===== src/hw/rtl/slbs_pkg.sv =====
// Package for the status LED blink sequencer.
// Holds the status and pattern types, colour codes and tick constants.
// Depends on nothing; used by every module of the block.
package slbs_pkg;

    typedef enum logic [1:0] {
        COLOUR_NONE   = 2'd0,
        COLOUR_RED    = 2'd1,
        COLOUR_GREEN  = 2'd2,
        COLOUR_YELLOW = 2'd3
    } colour_t;

    localparam logic [7:0] IDLE_OFF_TICKS = 8'd40;
    localparam logic [7:0] SHORT_TICKS    = 8'd10;
    localparam logic [7:0] LONG_TICKS     = 8'd50;

    localparam int unsigned STATUS_W = 9;
    localparam int unsigned S_TDATA_W = 16;
    localparam int unsigned M_TDATA_W = 8;

    typedef struct packed {
        logic below_quarter;
        logic above_quarter;
        logic charging;
        logic capacity_full;
        logic overcurrent;
        logic charger_overtemp;
        logic battery_overvoltage;
        logic mains_fault;
        logic idle;
    } status_t;

    typedef struct packed {
        colour_t    colour;
        logic [7:0] on_ticks;
        logic [7:0] off_ticks;
    } pattern_t;

    typedef struct packed {
        logic green_level;
        logic red_level;
    } levels_t;

endpackage


===== src/hw/rtl/slbs_pattern_sel.sv =====
// Priority selection of a blink pattern from the charger status bits.
// Depends on slbs_pkg for the status and pattern types.
module slbs_pattern_sel
(
    input  slbs_pkg::status_t  status,
    output slbs_pkg::pattern_t pattern,
    output logic               hit
);

    logic fault;

    assign fault = status.mains_fault | status.battery_overvoltage |
                   status.charger_overtemp | status.overcurrent;

    always_comb
    begin
        hit     = 1'b1;
        pattern = '{slbs_pkg::COLOUR_NONE, 8'd0, 8'd0};
        if (status.idle)
        begin
            pattern = '{slbs_pkg::COLOUR_GREEN, 8'd0, slbs_pkg::IDLE_OFF_TICKS};
        end
        else if (fault)
        begin
            pattern = '{slbs_pkg::COLOUR_RED, slbs_pkg::SHORT_TICKS, 8'd0};
        end
        else if (status.capacity_full)
        begin
            pattern = '{slbs_pkg::COLOUR_GREEN, slbs_pkg::SHORT_TICKS, 8'd0};
        end
        else if (status.charging)
        begin
            pattern = '{slbs_pkg::COLOUR_GREEN, slbs_pkg::LONG_TICKS,
                        slbs_pkg::LONG_TICKS};
        end
        else if (status.above_quarter)
        begin
            pattern = '{slbs_pkg::COLOUR_GREEN, slbs_pkg::SHORT_TICKS,
                        slbs_pkg::SHORT_TICKS};
        end
        else if (status.below_quarter)
        begin
            pattern = '{slbs_pkg::COLOUR_RED, slbs_pkg::SHORT_TICKS,
                        slbs_pkg::SHORT_TICKS};
        end
        else
        begin
            hit = 1'b0;
        end
    end

endmodule


===== src/hw/rtl/slbs_blinker.sv =====
// Blink state: the held pattern, on/off/repeat counters and pin levels.
// Advances one tick per step; uses slbs_pattern_sel and slbs_pkg.
module slbs_blinker
(
    input  logic               clk,
    input  logic               rst_n,
    input  logic               step,
    input  slbs_pkg::status_t  status,
    output slbs_pkg::levels_t  levels_next
);

    slbs_pkg::pattern_t sel_pattern;
    logic               sel_hit;

    slbs_pkg::pattern_t pattern_reg;
    slbs_pkg::pattern_t pattern_next;
    logic [7:0]         on_left_reg;
    logic [7:0]         on_left_next;
    logic [7:0]         off_left_reg;
    logic [7:0]         off_left_next;
    logic               repeats_left_reg;
    logic               repeats_left_next;
    logic               red_pin_reg;
    logic               green_pin_reg;

    logic [7:0]         on_cur;
    logic [7:0]         off_cur;
    logic               rep_cur;

    slbs_pattern_sel u_sel
    (
        .status  (status),
        .pattern (sel_pattern),
        .hit     (sel_hit)
    );

    always_comb
    begin
        if (!repeats_left_reg)
        begin
            pattern_next = sel_hit ? sel_pattern : pattern_reg;
            on_cur       = pattern_next.on_ticks;
            off_cur      = pattern_next.off_ticks;
            rep_cur      = 1'b1;
        end
        else
        begin
            pattern_next = pattern_reg;
            on_cur       = on_left_reg;
            off_cur      = off_left_reg;
            rep_cur      = repeats_left_reg;
        end

        levels_next.red_level   = red_pin_reg;
        levels_next.green_level = green_pin_reg;
        on_left_next            = on_cur;
        off_left_next           = off_cur;
        repeats_left_next       = rep_cur;

        if (on_cur != 8'd0)
        begin
            case (pattern_next.colour)
                slbs_pkg::COLOUR_RED:
                begin
                    levels_next.red_level   = 1'b1;
                    levels_next.green_level = 1'b0;
                end
                slbs_pkg::COLOUR_GREEN:
                begin
                    levels_next.red_level   = 1'b0;
                    levels_next.green_level = 1'b1;
                end
                slbs_pkg::COLOUR_YELLOW:
                begin
                    levels_next.red_level   = 1'b1;
                    levels_next.green_level = 1'b1;
                end
                default:
                begin
                end
            endcase
            on_left_next = on_cur - 8'd1;
        end
        else if (off_cur != 8'd0)
        begin
            levels_next.red_level   = 1'b0;
            levels_next.green_level = 1'b0;
            off_left_next           = off_cur - 8'd1;
        end
        else if (rep_cur)
        begin
            on_left_next      = pattern_next.on_ticks;
            off_left_next     = pattern_next.off_ticks;
            repeats_left_next = 1'b0;
        end
    end

    always_ff @(posedge clk or negedge rst_n)
    begin
        if (!rst_n)
        begin
            pattern_reg      <= '{slbs_pkg::COLOUR_NONE, 8'd0, 8'd0};
            on_left_reg      <= 8'd0;
            off_left_reg     <= 8'd0;
            repeats_left_reg <= 1'b0;
            red_pin_reg      <= 1'b0;
            green_pin_reg    <= 1'b0;
        end
        else if (step)
        begin
            pattern_reg      <= pattern_next;
            on_left_reg      <= on_left_next;
            off_left_reg     <= off_left_next;
            repeats_left_reg <= repeats_left_next;
            red_pin_reg      <= levels_next.red_level;
            green_pin_reg    <= levels_next.green_level;
        end
    end

    // The selectable patterns never light both pins at once.
    assert property (@(posedge clk) disable iff (!rst_n)
        !(red_pin_reg && green_pin_reg))
        else $error("both LED pins driven high");

    // The working counters never run past the pattern they came from.
    assert property (@(posedge clk) disable iff (!rst_n)
        on_left_reg <= pattern_reg.on_ticks)
        else $error("on counter exceeds pattern on ticks");

    assert property (@(posedge clk) disable iff (!rst_n)
        off_left_reg <= pattern_reg.off_ticks)
        else $error("off counter exceeds pattern off ticks");

    // Without a step the blink state holds.
    assert property (@(posedge clk) disable iff (!rst_n)
        !step |=> $stable(on_left_reg) && $stable(off_left_reg) &&
                  $stable(repeats_left_reg))
        else $error("blink state moved without a step");

endmodule


===== src/hw/rtl/status_led_blink_sequencer_core.sv =====
// Top level of the status LED blink sequencer: input word register,
// blink state and result register. Uses slbs_blinker and slbs_pkg.
//
// Channel | Dir | Word contents (lowest bit first)
// s_*     | in  | idle, mains_fault, battery_overvoltage, charger_overtemp,
//         |     | overcurrent, capacity_full, charging, above_quarter,
//         |     | below_quarter, zero fill to 16 bits
// m_*     | out | red_level, green_level, zero fill to 8 bits
//
// One status word gives one result word; the blink counters step once per word.
// A new word is taken every cycle while m_tready does not stall the result.
// Reset clears the blink state and both pipeline valid flags.
// A stall on m_tready holds the result and backs up the input register.
module status_led_blink_sequencer_core
(
    input  logic                             clk,
    input  logic                             rst_n,
    input  logic                             s_tvalid,
    output logic                             s_tready,
    // s_tdata bits 0..8: idle, mains_fault, battery_overvoltage, charger_overtemp,
    // overcurrent, capacity_full, charging, above_quarter, below_quarter.
    input  logic [slbs_pkg::S_TDATA_W-1:0]   s_tdata,
    output logic                             m_tvalid,
    input  logic                             m_tready,
    // m_tdata bits 0..1: red_level, green_level.
    output logic [slbs_pkg::M_TDATA_W-1:0]   m_tdata
);

    logic              in_valid_reg;
    slbs_pkg::status_t in_status_reg;
    logic              out_valid_reg;
    slbs_pkg::levels_t out_levels_reg;
    slbs_pkg::levels_t levels_next;
    logic              advance;
    logic              step;

    assign advance  = !out_valid_reg || m_tready;
    assign step     = in_valid_reg && advance;
    assign s_tready = !in_valid_reg || advance;

    slbs_blinker u_blinker
    (
        .clk         (clk),
        .rst_n       (rst_n),
        .step        (step),
        .status      (in_status_reg),
        .levels_next (levels_next)
    );

    always_ff @(posedge clk or negedge rst_n)
    begin
        if (!rst_n)
        begin
            in_valid_reg  <= 1'b0;
            out_valid_reg <= 1'b0;
        end
        else
        begin
            if (s_tready)
            begin
                in_valid_reg <= s_tvalid;
            end
            if (advance)
            begin
                out_valid_reg <= in_valid_reg;
            end
        end
    end

    always_ff @(posedge clk)
    begin
        if (s_tready && s_tvalid)
        begin
            in_status_reg <= slbs_pkg::status_t'(s_tdata[slbs_pkg::STATUS_W-1:0]);
        end
        if (step)
        begin
            out_levels_reg <= levels_next;
        end
    end

    assign m_tvalid = out_valid_reg;
    assign m_tdata  = {{(slbs_pkg::M_TDATA_W - 2){1'b0}},
                       out_levels_reg.green_level, out_levels_reg.red_level};

    // An empty result register always lets a new word in.
    assert property (@(posedge clk) disable iff (!rst_n)
        !out_valid_reg |-> s_tready)
        else $error("input stalled with empty result register");

    // A word in the input register that steps shows up as a result next cycle.
    assert property (@(posedge clk) disable iff (!rst_n)
        step |=> out_valid_reg)
        else $error("stepped word did not reach the result register");

    // A held result blocks the input register from advancing.
    assert property (@(posedge clk) disable iff (!rst_n)
        (out_valid_reg && !m_tready) |-> !step)
        else $error("blink state stepped while the result was stalled");

endmodule

===== config.mk =====
export PLATFORM = sky130hd
export DESIGN_NAME = status_led_blink_sequencer_core
export DESIGN_NICKNAME = d
export VERILOG_FILES = /design/src/hw/rtl/slbs_pkg.sv /design/src/hw/rtl/slbs_pattern_sel.sv /design/src/hw/rtl/slbs_blinker.sv /design/src/hw/rtl/status_led_blink_sequencer_core.sv
export SDC_FILE = /design/constraint.sdc
export NUM_CORES = 1
export LEC_CHECK = 0
export BUFFER_PORTS_ARGS = -buffer_cell sky130_fd_sc_hd__buf_2
export CORE_MARGIN = 10
export CORE_UTILIZATION = 63
export DETAILED_ROUTE_END_ITERATION = 12
export PLACE_DENSITY = 0.84
export SKIP_LAST_GASP = 1
export SLEW_MARGIN = 20
export SYNTH_ARGS = -nofsm -noshare
export SYNTH_HDL_FRONTEND = slang
export SYNTH_SLANG_ARGS = --single-unit

===== constraint.sdc =====
create_clock -name clk -period 6.2 [get_ports clk]
set_clock_uncertainty 0.15 [all_clocks]
set_input_delay 1.24 -clock clk [delete_from_list [all_inputs] [get_ports clk]]
set_output_delay 1.24 -clock clk [all_outputs]
set_load 0.03 [all_outputs]

==> reports/results.ini <==
[run_status]
status=complete, no violations

[global_route]
grt_pass1_wl_um=11100
antenna_found_initial=0
grt_usage_pct=17.7
grt_max_degree=40
grt_pass1_vias=2344
gr-total-overflow=0

[timing]
fmax_ghz=0.258
slew_headroom_pct=41.4
setup_viol=0
rsz0062_at_grt=false
period_share_pct=62.5
finalCriticalPeriod_ns=3.88
setup_tns_ns=0
hold_viol_final=0
worst_pin_slew_ns=0.871
finalMaxSlewViolations=0

[routing]
ant_nets=0
drc=0
viasPerCell=6.67
first_iter_violations=258
vias=2563
wl_um=6710
drtPass1Iterations=5
wl_per_cell_um=17.5

[cells_and_area]
antennaDiodeCount=0
largest_register_ffs=18
fin_area_um2=3110
area_growth_pct=5.87
layout_common_cells=dfrtp_1, nand2_1, nor2_1, a21oi_1, o21ai_0
layout.nets=354
postLayoutCoreUtil_pct=70.0
drive_above_1_share_pct=12.3
mostFrequentLayoutCell=dfrtp_1

[floorplanning]
die_y_um=88.3
rows=24
core_um2=4440
die_area_um2=7800
initial_core_util_pct=66.2
chipWidth_um=88.3
ioPinCount=30

[synthesis]
ys_ff_latch=50
ys.flop_type=dfrtp_1
synth_cell_types=61
ys_seq_area_share_pct=44.4
syn_inst=322
postSynthAreaPerCell_um2=9.13
yosysWarningCount=0
synth-edff-count=11
synth_area_um2=2940
async_flop_share_pct=78.0

[setup_path]
cp_top_family=simple AND/OR/NAND/NOR gates
crit_buf_inv=1
worstSetupPathType=register to register
critPathArrivalTime_ns=3.94
cp-start-kind=register
cpPeakStageDelay_ns=0.70
cp_common_cell=nand3_1
cp_slowest_cell=nor4_4
endpoint_kind=register
worstPathCellList=or4_4 > nor4_4 > a22o_1 > inv_1 > ha_1 > nand3_1 > a21oi_1 > and2_1 > nand3_1 > o21ai_0 > o31ai_1
r2r_cells=11
worst-path-max-fanout=13
path_depth=11
cp.required_ns=6.26

[placed_design]
port_buffers=16
place_area_um2=3000
place.gp.congestion=0.908
dp_hpwl_um=4670

[clock_tree]
clk_pin_slew_ns=0.09
clk_latency_ns=0.30
h-tree-depth=2
cts_hold_buffers=0
cts_max_path_buffers=2
cts_resized=0
clock-sinks=50
cts_made_buffers=5
postCtsSetupBuffers=0
root_buffer=clkbuf_8
cts_tree=yes

[flow_run]
cap_violations=0

[power]
power_density_nw_per_um2=359
irDropWorstVdd_v=0.000186
leakage_nw=1.34
total_power_w=0.00112

[min_path]
holdPathStages=1
hold_class=register to register

-- power breakdown --
part | switching (W) | total, W | internal, W
clock | 0.000107 | 0.000228 | 0.000120
sequential | 0.0000570 | 0.000468 | 0.000411
combinational | 0.000255 | 0.000421 | 0.000166
total | 0.000419 | 0.00112 | 0.000697
-- stage by stage --
step	hold WS, ns	setup WS, ns	std cells
floorplan	0.299	3.05	327
global route	0.381	1.94	384
detailed placement	0.329	2.37	376
finish	0.351	2.32	384
global placement	0.316	2.41	376
CTS	0.351	2.34	384
-- metal layers --
metal | part of all wire [%] | global-route usage (%)
met1 | 43 | 23.3
met2 | 47 | 28.4
met3 | 7.8 | 3.68
met4 | 1.8 | 5.87
met5 | 0 | 0
-- logic make-up (layout without fill, tap and decap cells) --
group,after synthesis,in the layout,synth area share (%)
and+or+nand+nor,126,126,22.7
AOI/OAI and AO/OA,108,108,24.8
DFF,50,50,44.4
buffers and inverters,29,34,5.11
adders and majority gates,3,3,1.28
xor gates and xnor gates,3,3,0.894
muxes,2,2,0.681
other,1,6,0.128
-- layout make-up --
| cell class | instances | area [um2] |
|---|---|---|
| Tap cell | 52 | 65.1 |
| Multi-Input combinational cell | 248 | 1500 |
| Fill cell | 342 | 1330 |
| Clock inverter | 2 | 37.5 |
| Timing Repair Buffer | 19 | 103 |
| Sequential cell | 50 | 1310 |
| Clock buffer | 6 | 72.6 |
| Inverter | 7 | 26.3 |
-- synth_stat cells (all sizes together) (3+ instances only) --
library cell	count	area [um2]
edfxtp	11	330
nor4	5	52.6
and2	13	83.8
o22ai	5	31.3
ha	3	37.5
a22oi	5	51.3
nand3	9	45.0
o211ai	3	22.5
clkbuf	8	30.0
and3	6	43.8
nor2	29	109
nand2b	6	37.5
dfrtp	39	976
o22a	3	26.3
a22o	5	46.3
or3	3	20.0
xor2	3	26.3
inv	7	26.3
o21a	3	22.5
o31ai	7	66.3
a21o	4	30.0
a31oi	4	25.0
buf	14	93.8
a21oi	29	145
nand2	36	135
o21ai	24	120
nor3	8	40.0
-- worst paths after layout --
path | from | end | slack, ns
max | in_status_reg[2] | u_blinker.off_left_reg[7] | 2.32
min | u_blinker.red_pin_reg | u_blinker.red_pin_reg | 0.35
max reg2reg | in_status_reg[2] | u_blinker.off_left_reg[7] | 2.32
min reg2reg | u_blinker.red_pin_reg | u_blinker.red_pin_reg | 0.35
max in group asynchronous | rst_n | u_blinker.pattern_reg[5] | 4.46
min in group asynchronous | rst_n | u_blinker.pattern_reg[10] | 0.90
No activity file was read; power rests on OpenSTA's default activity.
